## src/hw/rtl/tgdc_pkg.sv

```systemverilog
package tgdc_pkg;

	localparam int unsigned MAX_POINTS_DEF = 64;
	localparam int unsigned FRAC_BITS      = 16;
	localparam int unsigned WEIGHT_FRAC    = 8;

	localparam int unsigned COORD_W    = 32;
	localparam int unsigned DIST_W     = COORD_W + 1;
	localparam int unsigned SQ_W       = 2 * DIST_W;
	localparam int unsigned ROOT_ITER  = DIST_W;
	localparam int unsigned REM_W      = DIST_W + 3;
	localparam int unsigned SUM_W      = 40;
	localparam int unsigned WEIGHT_W   = 16;
	localparam int unsigned W_W        = SUM_W + WEIGHT_W - WEIGHT_FRAC;
	localparam int unsigned COST_W     = 63;
	localparam int unsigned ACC_W      = COST_W + FRAC_BITS + 1;
	localparam int unsigned EXP_W      = 3;
	localparam int unsigned ITER_W     = $clog2(W_W + 1);
	localparam int unsigned CFG_IDX_W  = 3;
	localparam int unsigned CFG_DATA_W = 32;

	localparam logic [EXP_W-1:0] EXP_MIN = EXP_W'(1);
	localparam logic [EXP_W-1:0] EXP_MAX = EXP_W'(4);

	localparam logic [COORD_W-1:0]  THR_RESET    = 32'd91750;
	localparam logic [WEIGHT_W-1:0] WEIGHT_RESET = 16'd1280;
	localparam logic [EXP_W-1:0]    EXP_RESET    = 3'd1;
	localparam logic [COST_W-1:0]   COST_MAX     = '1;

	localparam logic [CFG_IDX_W-1:0] CFG_ENABLE    = 3'd0;
	localparam logic [CFG_IDX_W-1:0] CFG_GOAL_X    = 3'd1;
	localparam logic [CFG_IDX_W-1:0] CFG_GOAL_Y    = 3'd2;
	localparam logic [CFG_IDX_W-1:0] CFG_ROBOT_X   = 3'd3;
	localparam logic [CFG_IDX_W-1:0] CFG_ROBOT_Y   = 3'd4;
	localparam logic [CFG_IDX_W-1:0] CFG_THRESHOLD = 3'd5;
	localparam logic [CFG_IDX_W-1:0] CFG_WEIGHT    = 3'd6;
	localparam logic [CFG_IDX_W-1:0] CFG_EXPONENT  = 3'd7;

	typedef struct packed {
		logic signed [COORD_W-1:0] point_x;
		logic signed [COORD_W-1:0] point_y;
		logic                      last_point;
	} point_t;

	typedef struct packed {
		logic [COST_W-1:0] cost_increment;
		logic              applied;
		logic              too_many_points;
	} result_t;

	typedef enum logic [10:0] {
		S_IDLE   = 11'b000_0000_0001,
		S_ABS    = 11'b000_0000_0010,
		S_MUL    = 11'b000_0000_0100,
		S_SQRT   = 11'b000_0000_1000,
		S_ACC    = 11'b000_0001_0000,
		S_ROBOT  = 11'b000_0010_0000,
		S_DECIDE = 11'b000_0100_0000,
		S_DIV    = 11'b000_1000_0000,
		S_WEIGHT = 11'b001_0000_0000,
		S_POW    = 11'b010_0000_0000,
		S_OUT    = 11'b100_0000_0000
	} state_t;

	typedef enum logic [1:0] {
		OP_SQ,
		OP_WEIGHT,
		OP_POW
	} op_t;

endpackage

```

## src/hw/rtl/trajectory_goal_distance_cost_core.sv

```systemverilog
// channel  direction  handshake                    payload
// point    in         point_valid / point_stall    tgdc_pkg::point_t
// result   out        result_valid / result_stall  tgdc_pkg::result_t
// cfg      in         cfg_write                    cfg_index, cfg_data
//
// a counted point passes the shift-add squarer and the restoring root, then is transferred and
// accumulated; a point past the limit only sets the overflow flag
// a last point adds the robot distance and, when the robot is near and a point was counted,
// the divider, the weight and each further power step, then the load of the result; the
// shared squarer/multiplier and the bit-serial divider set the pace
// asynchronous reset clears the accumulators and loads the register defaults
// points are taken while a result waits on result_stall; the sequencer holds only at its final step
module trajectory_goal_distance_cost_core #(
	parameter int unsigned MAX_POINTS = tgdc_pkg::MAX_POINTS_DEF
) (
	input  logic                                 clk,
	input  logic                                 arst_n,
	input  logic                                 point_valid,
	output logic                                 point_stall,
	input  tgdc_pkg::point_t                     point,
	output logic                                 result_valid,
	input  logic                                 result_stall,
	output tgdc_pkg::result_t                    result,
	input  logic                                 cfg_write,
	input  logic [tgdc_pkg::CFG_IDX_W-1:0]       cfg_index,
	input  logic [tgdc_pkg::CFG_DATA_W-1:0]      cfg_data
);

	localparam int unsigned CNT_W   = $clog2(MAX_POINTS + 1);
	localparam int unsigned MS_W    = tgdc_pkg::ACC_W + 1;
	localparam int unsigned SUMX_W  = tgdc_pkg::SUM_W + 1;
	localparam int unsigned DIST_W  = tgdc_pkg::DIST_W;
	localparam int unsigned W_W     = tgdc_pkg::W_W;
	localparam int unsigned ACC_W   = tgdc_pkg::ACC_W;
	localparam int unsigned COST_W  = tgdc_pkg::COST_W;
	localparam int unsigned REM_W   = tgdc_pkg::REM_W;
	localparam int unsigned SUM_W   = tgdc_pkg::SUM_W;
	localparam int unsigned ITER_W  = tgdc_pkg::ITER_W;
	localparam int unsigned EXP_W   = tgdc_pkg::EXP_W;

	// configuration
	logic                                enable_q;
	logic signed [tgdc_pkg::COORD_W-1:0] goal_x_q;
	logic signed [tgdc_pkg::COORD_W-1:0] goal_y_q;
	logic signed [tgdc_pkg::COORD_W-1:0] robot_x_q;
	logic signed [tgdc_pkg::COORD_W-1:0] robot_y_q;
	logic [tgdc_pkg::COORD_W-1:0]        thr_q;
	logic [tgdc_pkg::WEIGHT_W-1:0]       weight_q;
	logic [EXP_W-1:0]                    exp_q;

	// control
	tgdc_pkg::state_t state_q;
	tgdc_pkg::op_t    op_q;
	logic [ITER_W-1:0] cnt_q;
	logic              robot_q;
	logic              last_q;
	logic [1:0]        pow_left_q;
	logic [SUM_W-1:0]  sum_q;
	logic [CNT_W-1:0]  count_q;
	logic              overflow_q;
	logic              result_valid_q;

	// datapath
	logic signed [DIST_W-1:0] dx_q;
	logic signed [DIST_W-1:0] dy_q;
	logic [COST_W-1:0]        a_q;
	logic [W_W-1:0]           sb_q;
	logic [DIST_W-1:0]        c_q;
	logic [DIST_W-1:0]        sd_q;
	logic [ACC_W-1:0]         acc_q;
	logic                     sticky_q;
	logic [DIST_W-1:0]        root_q;
	logic [REM_W-1:0]         rem_q;
	logic [CNT_W-1:0]         div_rem_q;
	logic [W_W-1:0]           w_q;
	logic [COST_W-1:0]        cost_q;
	logic                     applied_q;
	tgdc_pkg::result_t        result_q;

	logic                     accept;
	logic                     out_free;
	logic                     last_iter;
	logic                     at_limit;
	logic [DIST_W-1:0]        mag_x;
	logic [DIST_W-1:0]        mag_y;
	logic [MS_W-1:0]          mul_sum;
	logic                     sticky_next;
	logic [REM_W-1:0]         sq_sh;
	logic [REM_W-1:0]         sq_trial;
	logic                     sq_ge;
	logic [CNT_W:0]           div_sh;
	logic [CNT_W:0]           div_diff;
	logic                     div_ge;
	logic [SUMX_W-1:0]        sum_add;
	logic [SUM_W-1:0]         sum_sat;
	logic                     near;
	logic [1:0]               pow_steps;

	assign accept    = point_valid && (state_q == tgdc_pkg::S_IDLE);
	assign out_free  = !result_valid_q || !result_stall;
	assign last_iter = (cnt_q == ITER_W'(1));
	assign at_limit  = (count_q >= CNT_W'(MAX_POINTS));

	assign mag_x = dx_q[DIST_W-1] ? (~dx_q + DIST_W'(1)) : dx_q;
	assign mag_y = dy_q[DIST_W-1] ? (~dy_q + DIST_W'(1)) : dy_q;

	// shift-add step, msb first, with a sticky flag once the product passes the cost range
	assign mul_sum = {1'b0, acc_q[ACC_W-2:0], 1'b0}
		+ MS_W'(a_q & {COST_W{sb_q[W_W-1]}})
		+ MS_W'(c_q & {DIST_W{sd_q[DIST_W-1]}});
	assign sticky_next = sticky_q || mul_sum[ACC_W] || mul_sum[ACC_W-1];

	// restoring root, one bit per cycle
	assign sq_sh    = {rem_q[REM_W-3:0], acc_q[tgdc_pkg::SQ_W-1 -: 2]};
	assign sq_trial = REM_W'({root_q, 2'b01});
	assign sq_ge    = (sq_sh >= sq_trial);

	// restoring divide of the sum by the point count
	assign div_sh   = {div_rem_q, sum_q[SUM_W-1]};
	assign div_diff = div_sh - {1'b0, count_q};
	assign div_ge   = (div_sh >= {1'b0, count_q});

	assign sum_add = {1'b0, sum_q} + SUMX_W'(root_q);
	assign sum_sat = sum_add[SUM_W] ? '1 : sum_add[SUM_W-1:0];

	assign near = enable_q && (root_q < {1'b0, thr_q});

	always_comb begin
		if (exp_q <= tgdc_pkg::EXP_MIN) begin
			pow_steps = 2'd0;
		end else if (exp_q >= tgdc_pkg::EXP_MAX) begin
			pow_steps = 2'(tgdc_pkg::EXP_MAX - tgdc_pkg::EXP_MIN);
		end else begin
			pow_steps = 2'(exp_q - tgdc_pkg::EXP_MIN);
		end
	end

	always_ff @(posedge clk or negedge arst_n) begin
		if (!arst_n) begin
			enable_q       <= 1'b1;
			goal_x_q       <= '0;
			goal_y_q       <= '0;
			robot_x_q      <= '0;
			robot_y_q      <= '0;
			thr_q          <= tgdc_pkg::THR_RESET;
			weight_q       <= tgdc_pkg::WEIGHT_RESET;
			exp_q          <= tgdc_pkg::EXP_RESET;
			state_q        <= tgdc_pkg::S_IDLE;
			op_q           <= tgdc_pkg::OP_SQ;
			cnt_q          <= '0;
			robot_q        <= 1'b0;
			last_q         <= 1'b0;
			pow_left_q     <= '0;
			sum_q          <= '0;
			count_q        <= '0;
			overflow_q     <= 1'b0;
			result_valid_q <= 1'b0;
		end else begin
			if (cfg_write) begin
				unique case (cfg_index)
					tgdc_pkg::CFG_ENABLE:    enable_q  <= cfg_data[0];
					tgdc_pkg::CFG_GOAL_X:    goal_x_q  <= cfg_data;
					tgdc_pkg::CFG_GOAL_Y:    goal_y_q  <= cfg_data;
					tgdc_pkg::CFG_ROBOT_X:   robot_x_q <= cfg_data;
					tgdc_pkg::CFG_ROBOT_Y:   robot_y_q <= cfg_data;
					tgdc_pkg::CFG_THRESHOLD: thr_q     <= cfg_data;
					tgdc_pkg::CFG_WEIGHT:    weight_q  <= cfg_data[tgdc_pkg::WEIGHT_W-1:0];
					tgdc_pkg::CFG_EXPONENT:  exp_q     <= cfg_data[EXP_W-1:0];
					default: ;
				endcase
			end

			if (result_valid_q && !result_stall && (state_q != tgdc_pkg::S_OUT)) begin
				result_valid_q <= 1'b0;
			end

			unique case (state_q)
				tgdc_pkg::S_IDLE: begin
					if (accept) begin
						last_q  <= point.last_point;
						robot_q <= 1'b0;
						if (at_limit) begin
							overflow_q <= 1'b1;
							state_q    <= point.last_point ? tgdc_pkg::S_ROBOT
								: tgdc_pkg::S_IDLE;
						end else begin
							state_q <= tgdc_pkg::S_ABS;
						end
					end
				end
				tgdc_pkg::S_ABS: begin
					op_q    <= tgdc_pkg::OP_SQ;
					cnt_q   <= ITER_W'(DIST_W);
					state_q <= tgdc_pkg::S_MUL;
				end
				tgdc_pkg::S_MUL: begin
					if (last_iter) begin
						unique case (op_q) inside
							tgdc_pkg::OP_SQ: begin
								cnt_q   <= ITER_W'(tgdc_pkg::ROOT_ITER);
								state_q <= tgdc_pkg::S_SQRT;
							end
							tgdc_pkg::OP_WEIGHT, tgdc_pkg::OP_POW: begin
								state_q <= (pow_left_q == 2'd0) ? tgdc_pkg::S_OUT
									: tgdc_pkg::S_POW;
							end
							default: state_q <= tgdc_pkg::S_OUT;
						endcase
					end else begin
						cnt_q <= cnt_q - ITER_W'(1);
					end
				end
				tgdc_pkg::S_SQRT: begin
					cnt_q <= cnt_q - ITER_W'(1);
					if (last_iter) begin
						state_q <= robot_q ? tgdc_pkg::S_DECIDE : tgdc_pkg::S_ACC;
					end
				end
				tgdc_pkg::S_ACC: begin
					sum_q   <= sum_sat;
					count_q <= count_q + CNT_W'(1);
					state_q <= last_q ? tgdc_pkg::S_ROBOT : tgdc_pkg::S_IDLE;
				end
				tgdc_pkg::S_ROBOT: begin
					robot_q <= 1'b1;
					state_q <= tgdc_pkg::S_ABS;
				end
				tgdc_pkg::S_DECIDE: begin
					if (near && (count_q != '0)) begin
						cnt_q   <= ITER_W'(SUM_W);
						state_q <= tgdc_pkg::S_DIV;
					end else begin
						state_q <= tgdc_pkg::S_OUT;
					end
				end
				tgdc_pkg::S_DIV: begin
					sum_q <= {sum_q[SUM_W-2:0], div_ge};
					cnt_q <= cnt_q - ITER_W'(1);
					if (last_iter) begin
						state_q <= tgdc_pkg::S_WEIGHT;
					end
				end
				tgdc_pkg::S_WEIGHT: begin
					op_q       <= tgdc_pkg::OP_WEIGHT;
					cnt_q      <= ITER_W'(tgdc_pkg::WEIGHT_W);
					pow_left_q <= pow_steps;
					state_q    <= tgdc_pkg::S_MUL;
				end
				tgdc_pkg::S_POW: begin
					op_q       <= tgdc_pkg::OP_POW;
					cnt_q      <= ITER_W'(W_W);
					pow_left_q <= pow_left_q - 2'd1;
					state_q    <= tgdc_pkg::S_MUL;
				end
				tgdc_pkg::S_OUT: begin
					if (out_free) begin
						result_valid_q <= 1'b1;
						sum_q          <= '0;
						count_q        <= '0;
						overflow_q     <= 1'b0;
						robot_q        <= 1'b0;
						last_q         <= 1'b0;
						state_q        <= tgdc_pkg::S_IDLE;
					end
				end
				default: state_q <= tgdc_pkg::S_IDLE;
			endcase
		end
	end

	always_ff @(posedge clk) begin
		unique case (state_q)
			tgdc_pkg::S_IDLE: begin
				if (accept) begin
					dx_q <= DIST_W'(point.point_x) - DIST_W'(goal_x_q);
					dy_q <= DIST_W'(point.point_y) - DIST_W'(goal_y_q);
				end
			end
			tgdc_pkg::S_ROBOT: begin
				dx_q <= DIST_W'(robot_x_q) - DIST_W'(goal_x_q);
				dy_q <= DIST_W'(robot_y_q) - DIST_W'(goal_y_q);
			end
			tgdc_pkg::S_ABS: begin
				a_q      <= COST_W'(mag_x);
				sb_q     <= {mag_x, {(W_W - DIST_W){1'b0}}};
				c_q      <= mag_y;
				sd_q     <= mag_y;
				acc_q    <= '0;
				sticky_q <= 1'b0;
			end
			tgdc_pkg::S_MUL: begin
				acc_q    <= mul_sum[ACC_W-1:0];
				sticky_q <= sticky_next;
				sb_q     <= {sb_q[W_W-2:0], 1'b0};
				sd_q     <= {sd_q[DIST_W-2:0], 1'b0};
				if (last_iter) begin
					case (op_q)
						tgdc_pkg::OP_SQ: begin
							root_q <= '0;
							rem_q  <= '0;
						end
						tgdc_pkg::OP_WEIGHT: begin
							w_q    <= mul_sum[tgdc_pkg::WEIGHT_FRAC +: W_W];
							cost_q <= COST_W'(mul_sum[tgdc_pkg::WEIGHT_FRAC +: W_W]);
						end
						tgdc_pkg::OP_POW: begin
							cost_q <= sticky_next ? tgdc_pkg::COST_MAX
								: mul_sum[tgdc_pkg::FRAC_BITS +: COST_W];
						end
						default: ;
					endcase
				end
			end
			tgdc_pkg::S_SQRT: begin
				acc_q  <= {acc_q[ACC_W-3:0], 2'b00};
				root_q <= {root_q[DIST_W-2:0], sq_ge};
				rem_q  <= sq_ge ? (sq_sh - sq_trial) : sq_sh;
			end
			tgdc_pkg::S_DECIDE: begin
				applied_q <= near;
				div_rem_q <= '0;
				if (!(near && (count_q != '0))) begin
					cost_q <= '0;
				end
			end
			tgdc_pkg::S_DIV: begin
				div_rem_q <= div_ge ? div_diff[CNT_W-1:0] : div_sh[CNT_W-1:0];
			end
			tgdc_pkg::S_WEIGHT: begin
				a_q      <= COST_W'(sum_q);
				sb_q     <= {weight_q, {(W_W - tgdc_pkg::WEIGHT_W){1'b0}}};
				c_q      <= '0;
				sd_q     <= '0;
				acc_q    <= '0;
				sticky_q <= 1'b0;
			end
			tgdc_pkg::S_POW: begin
				a_q      <= cost_q;
				sb_q     <= w_q;
				c_q      <= '0;
				sd_q     <= '0;
				acc_q    <= '0;
				sticky_q <= 1'b0;
			end
			tgdc_pkg::S_OUT: begin
				if (out_free) begin
					result_q.cost_increment  <= cost_q;
					result_q.applied         <= applied_q;
					result_q.too_many_points <= overflow_q;
				end
			end
			default: ;
		endcase
	end

	assign point_stall  = (state_q != tgdc_pkg::S_IDLE);
	assign result_valid = result_valid_q;
	assign result       = result_q;

endmodule

```

## config.mk

```make
export PLATFORM = sky130hd
export DESIGN_NAME = trajectory_goal_distance_cost_core
export DESIGN_NICKNAME = d
export VERILOG_FILES = /design/src/hw/rtl/tgdc_pkg.sv /design/src/hw/rtl/trajectory_goal_distance_cost_core.sv
export SDC_FILE = /design/constraint.sdc
export NUM_CORES = 2
export LEC_CHECK = 0
export BUFFER_PORTS_ARGS = -buffer_cell sky130_fd_sc_hd__buf_2
export CORE_MARGIN = 1.5
export CORE_UTILIZATION = 29
export DETAILED_ROUTE_END_ITERATION = 8
export PLACE_DENSITY_LB_ADDON = 0.2
export SLEW_MARGIN = 15
export SYNTH_ARGS = -nofsm -noshare
export SYNTH_HDL_FRONTEND = slang
export SYNTH_SLANG_ARGS = --single-unit
```

## constraint.sdc

```tcl
create_clock -name clk -period 6.42 [get_ports clk]
set_input_delay 1.284 -clock clk [delete_from_list [all_inputs] [get_ports clk]]
set_output_delay 1.284 -clock clk [all_outputs]
set_load 0.02 [all_outputs]
```

* After elaboration in Yosys (flattened, before gate mapping) *
Index checks and enable logic that the tools add are counted.

cells by class
  $add $sub $neg = 15
  $lt $le $gt $ge = 6
  equal/unequal tests = 34
  muxes and demuxes = 63
  bitwise operators = 4
  reduce and logical (&&, ||, !) cells = 54

operator list
  operator                 count
  $pmux W33 S2             4
  $pmux W63 S2             2
  $pmux W79 S3             1
  $mux W33                 6
  $pmux W48 S4             1
  $mux W63                 3
  $pmux W63 S3             1
  $sub A32 B32 Y33         4
  $pmux W40 S3             1
  $mux W34                 3
  $pmux W11 S9             1
  $pmux W33 S3             1
  $add A80 B63 Y81         1
  $add A81 B33 Y81         1
  $mux W40                 2
  $mux W11                 7
  $pmux W34 S2             1
  $add A33 B2 Y33 const B  2
  $not A33 Y33             2
  $and A63 B63 Y63         1
  $add A40 B33 Y41         1
  $ge A36 B35 Y1           1
  $mux W6                  6
  $pmux W6 S6              1
  other kinds (57)         122

word-level totals
  register bits after elaboration = 826
  output and inout bits = 67

* Longest topological paths before layout *
  depth in word-level cells = 9
  mapped depth = 20
  mapped depth without buffers = 17

* Worst setup path before layout *
OpenSTA, ideal clock, no wires.

  kind = register to register
  start point = reg state_q[7]
  end point = reg rem_q[0] (enable)
  setup time = 0.514 ns
  data arrival time = 5.437 ns
  data required time = 5.906 ns
  path slack = 0.469 ns
  cell stages (with the launch flop) = 9
  path buffers = 3
  cells stage by stage = dfrtp_1 -> clkbuf_1 -> nor4_1 -> nand3_1 -> nor3b_1 -> clkbuf_1 -> buf_1 -> nand2_1 -> a21oi_1

between the ends
  longest elaborated chain between the ends = 3
  elaborated cells on any way between the ends = 6
  those cells by class = eq/ne (4); reduce/logical (2)

RTL lines
  what                                                          line                                       text
  start, declared                                               trajectory_goal_distance_cost_core.sv:52   tgdc_pkg::state_t state_q;
  start signal, assigned                                        trajectory_goal_distance_cost_core.sv:148  state_q <= tgdc_pkg::S_IDLE;
  start signal, assigned                                        trajectory_goal_distance_cost_core.sv:184  state_q <= point.last_point ? tgdc_pkg::S_ROBOT
  start signal, assigned                                        trajectory_goal_distance_cost_core.sv:187  state_q <= tgdc_pkg::S_ABS;
  $eq A11 B3 Y1 or $eq A11 B4 Y1 (tied branches)                trajectory_goal_distance_cost_core.sv:272  unique case (state_q)
  $ne A2 B2 Y1 (no line) or $reduce_bool A2 Y1 (tied branches)  -
  $reduce_and A3 Y1 (no line) (*)                               -
  end signal, assigned                                          trajectory_goal_distance_cost_core.sv:317  rem_q <= sq_ge ? (sq_sh - sq_trial) : sq_sh;
  end, declared                                                 trajectory_goal_distance_cost_core.sv:73   logic [REM_W-1:0] rem_q;

Every way passes the cells marked *; elsewhere a longest branch is shown, timed or not.
A chain may end at the register's enable or synchronous reset.

* Worst setup path in the final report *
  start point = reg sd_q[32]
  end point = reg cost_q[39], data pin

between the ends
  elaborated cells on any way between the ends = 8
  those cells by class = add/sub (1); mux (4); bitwise (1); reduce/logical (2)

RTL lines
  what                    line                                       text
  start, declared         trajectory_goal_distance_cost_core.sv:69   logic [DIST_W-1:0] sd_q;
  start signal, assigned  trajectory_goal_distance_cost_core.sv:287  sd_q <= mag_y;
  start signal, assigned  trajectory_goal_distance_cost_core.sv:295  sd_q <= {sd_q[DIST_W-2:0], 1'b0};
  $and A33 B33 Y33        trajectory_goal_distance_cost_core.sv:110  + MS_W'(c_q & {DIST_W{sd_q[DIST_W-1]}});
  $add A81 B33 Y81        trajectory_goal_distance_cost_core.sv:110
  net mul_sum[47]         trajectory_goal_distance_cost_core.sv:86   logic [MS_W-1:0] mul_sum;
  $pmux W63 S2            trajectory_goal_distance_cost_core.sv:297  case (op_q)
  $mux W63                trajectory_goal_distance_cost_core.sv:296  if (last_iter) begin
  $pmux W63 S2            trajectory_goal_distance_cost_core.sv:272
  end signal, assigned    trajectory_goal_distance_cost_core.sv:304  cost_q <= COST_W'(mul_sum[tgdc_pkg::WEIGHT_FRAC +: W_W]);
  end signal, assigned    trajectory_goal_distance_cost_core.sv:307  cost_q <= sticky_next ? tgdc_pkg::COST_MAX
  end, declared           trajectory_goal_distance_cost_core.sv:76   logic [COST_W-1:0] cost_q;

The timed path passes the listed nets, and every way through them passes these cells. The select of a mux whose other input is x is not followed.

==> flow_metrics.py <==
metrics = {
    "status": {
        "status": "completed",
    },
    "setup_path": {
        "rr_startpoint": "sd_q[32]$_DFFE_PP_",
        "crit_required_ps": 7010,
        "critical_path.endpoint_type": "register",
        "cp-start-kind": "register",
        "reg2regPathDepth": 16,
        "critPathKind": "register to register",
        "r2r_end": "cost_q[39]$_SDFFCE_PP0P_",
        "regToRegSetupSlack_ps": 1230,
        "crit_fanout": 16,
        "critPathArrivalTime_ps": 5790,
    },
    "routing": {
        "drcViolationCount": 0,
        "via_per_inst": 5.17,
        "firstDrtPassIters": 6,
        "drtIter0Drc": 2981,
        "num_vias": 35100,
        "ant_nets": 0,
        "wire_per_inst_um": 22.9,
        "drt-total-wl_um": 156000,
    },
    "logic_synthesis": {
        "synth_flop_cell": "edfxtp_1",
        "yosys_register_bits": 826,
        "synth_edf_count": 574,
        "syn-instance-count": 4414,
        "synthesis.nets": 4833,
        "yosysWarnings": 0,
        "yosysUniqueCellTypes": 95,
        "ys_seq_area_share_pct": 49.6,
        "syn_avg_cell_area_um2": 10.8,
        "ys_async_sr_fraction_pct": 30.5,
        "syn-cell-area_um2": 47500,
    },
    "clock_tree": {
        "clock_sinks": 826,
        "cts_tree": "done",
        "postCtsHoldBufs": 0,
        "cts-root-buf": "clkbuf_16",
        "clk_latency_ps": 720,
        "clockBufferDepth": 3,
        "clkSlewWorstSetupHoldPaths_ps": 60,
        "cts_resized": 0,
        "post-cts-setup-buffers": 0,
        "cts_buffers": 98,
        "htree_levels": 3,
    },
    "global_route": {
        "antenna_found_initial": 5,
        "overflow": 0,
        "grt_max_degree": 137,
        "grt_pass1_vias": 34100,
        "grt_pass1_wl_um": 232000,
        "gr-usage-all-layers_pct": 18.4,
    },
    "pwr": {
        "leakage_nw": 21.4,
        "peakVddDrop_mv": 0.237,
        "p_per_area_nw_per_um2": 371,
    },
    "layout": {
        "fin_nets": 4953,
        "drive_above_1_share_pct": 14.0,
        "final_util_pct": 33.2,
        "instances_no_fill": 6793,
        "area_growth_pct": 13.7,
        "design_area_um2": 54100,
        "nFillCells": 16400,
    },
    "placement": {
        "pre_cts_ws_ps": 1300,
        "dpl.cell_count": 6609,
        "dp_hpwl_um": 116000,
        "routabilityCongestion": 0.871,
        "dpl_cell_area_um2": 50900,
        "portBuffers": 171,
    },
    "sta": {
        "worst_slack_ps": 1230,
        "finalCritPeriodShare_pct": 80.9,
        "setup_viol": 0,
        "clock_skew_ps": 42.0,
        "relSlewSlack_pct": 21.4,
        "final-hold-violation-count": 0,
        "fin_tns_setup_ps": 0,
        "rsz0062_at_grt": "no",
        "tightest_slew_ps": 1170,
        "fmax_ghz": 0.193,
        "slew_violations": 0,
        "fin_crit_ps": 5190,
    },
    "run": {
        "cap_viol_max_count": 0,
    },
    "hold_path": {
        "hold_path.class": "register to register",
        "min_from": "robot_q$_DFFE_PN0P_",
        "holdPathStages": 1,
        "holdPathEnd": "state_q[4]$_DFFE_PN0P_",
    },
    "floorplan": {
        "start_util_pct": 29.2,
        "die_width_um": 408,
        "die_area_um2": 166000,
        "num_rows": 148,
        "die-height_um": 408,
        "core_area_um2": 163000,
        "io_pins": 172,
    },
}
==> cells by family after synthesis <==
family | Yosys count | synth area share [%]
multiplexers | 212 | 4.97
XOR/XNOR | 252 | 4.66
AND/OR/NAND/NOR | 1128 | 11.5
buffers and inverters | 422 | 3.37
adder cells (fa/ha/maj) | 314 | 8.85
flip-flops | 826 | 49.6
AO/OA/AOI/OAI | 1260 | 17.1
==> power by group <==
group	switching (W)	internal (W)
registers	0.000588	0.00705
logic	0.00427	0.00252
clock network	0.00240	0.00320
total	0.00726	0.0128
==> synth_stat cells, types with 19 or more instances <==
cell type / instances / share of area [%]
a21o_1: 136 / 2.1
xnor2_1: 122 / 2.2
mux2i_1: 19 / 0.40
a21oi_1: 333 / 3.5
mux2_2: 193 / 4.6
nor3_1: 62 / 0.65
a22oi_1: 62 / 0.98
o31ai_1: 59 / 0.93
or3_1: 22 / 0.29
edfxtp_1: 574 / 36
nor2_1: 287 / 2.3
fa_1: 37 / 1.6
inv_1: 216 / 1.7
o21a_1: 35 / 0.55
a22o_1: 71 / 1.3
and2_1: 114 / 1.5
nand3_1: 48 / 0.51
nand4_1: 52 / 0.68
ha_1: 277 / 7.3
a31oi_1: 28 / 0.37
xor2_1: 129 / 2.4
o21bai_1: 24 / 0.38
nand2b_1: 34 / 0.45
nor2b_1: 32 / 0.42
dfrtp_1: 238 / 13
a211oi_1: 19 / 0.30
and3_1: 47 / 0.62
clkbuf_1: 171 / 1.4
nand2_1: 344 / 2.7
o21ai_0: 310 / 3.3
==> worst max-delay path by stage <==
| stage | from | depth (start not counted) | to | slack [ps] |
|---|---|---|---|---|
| final | sd_q[32]$_DFFE_PP_ | 16 | cost_q[39]$_SDFFCE_PP0P_ | 1230 |
| after global routing | state_q[7]$_DFFE_PN0P_ | 18 | dx_q[32]$_DFFE_PP_ | 900 |
| after CTS | sd_q[32]$_DFFE_PP_ | 16 | cost_q[39]$_SDFFCE_PP0P_ | 1290 |
| after detailed placement | sd_q[32]$_DFFE_PP_ | 16 | cost_q[39]$_SDFFCE_PP0P_ | 1300 |
| after global placement | state_q[1]$_DFFE_PN0P_ | 18 | dy_q[30]$_DFFE_PP_ | 1340 |
| after floorplan | state_q[7]$_DFFE_PN0P_ | 8 | rem_q[0]$_SDFFCE_PP0P_ | 470 |
==> registers in the layout, indices dropped and copies added, names as in the netlist, 33 cells and up <==
name,flops
sd_q,33
dx_q,33
cost_q,63
sum_q,40
root_q,33
rem_q,34
sb_q,48
result,65
c_q,33
a_q,63
acc_q,79
dy_q,33
w_q,48
==> through the flow <==
step           hold slack (ps)  power, W
2_1_floorplan              400    0.0121
3_3_place_gp               420    0.0144
3_5_place_dp               421    0.0145
4_1_cts                    440    0.0202
5_1_grt                    457    0.0212
6_report                   446    0.0200
==> layout make-up <==
class / instances / area [µm²] / share of cell area (%)
Tap cell: 2175 / 2720 / 5.03
Timing Repair Buffer: 224 / 1300 / 2.41
Clock buffer: 119 / 2560 / 4.74
Antenna cell: 4 / 10.0 / 0.0185
Sequential cell: 826 / 23600 / 43.6
Multi-Input combinational cell: 3166 / 22500 / 41.6
Inverter: 218 / 822 / 1.52
Clock inverter: 61 / 584 / 1.08
==> critical path: stages (launching register included) <==
cell and delay, ps:
edfxtp_1 550, and2_1 220, fa_1 480, ha_1 190
inv_1 60, fa_1 390, nand2b_1 190, a21o_1 190
a211oi_1 400, o21bai_1 200, a211oi_1 630, o31ai_1 320
a21oi_1 280, nor2_1 80, xnor2_1 490, o21ai_0 140
o21ba_2 270
==> routing by layer <==
metal / vias to the layer above / part of all wire, % / track usage, %
met1: 17500 / 48 / 26.8
met4: 2 / 1.6 / 3.35
met2: 883 / 46 / 29.2
met5: - / 0.0083 / 0
li1: 16500 / - / -
met3: 148 / 4.7 / 2.29
==> cells in the final DEF (no fill, tap or decap), types with 47 or more instances in the layout <==
cell type	n
nand3_1	47
a21oi_1	330
buf_2	170
ha_1	276
buf_4	50
a22o_1	71
a21o_1	136
clkbuf_16	99
nand2_1	342
dfrtp_1	238
o21ai_0	310
nor2_1	284
xor2_1	129
and2_1	114
inv_1	215
o31ai_1	59
nor3_1	61
edfxtp_1	574
a22oi_1	62
nand4_1	52
xnor2_1	122
mux2_2	193
Note: power is estimated with default switching activity, not from simulation.
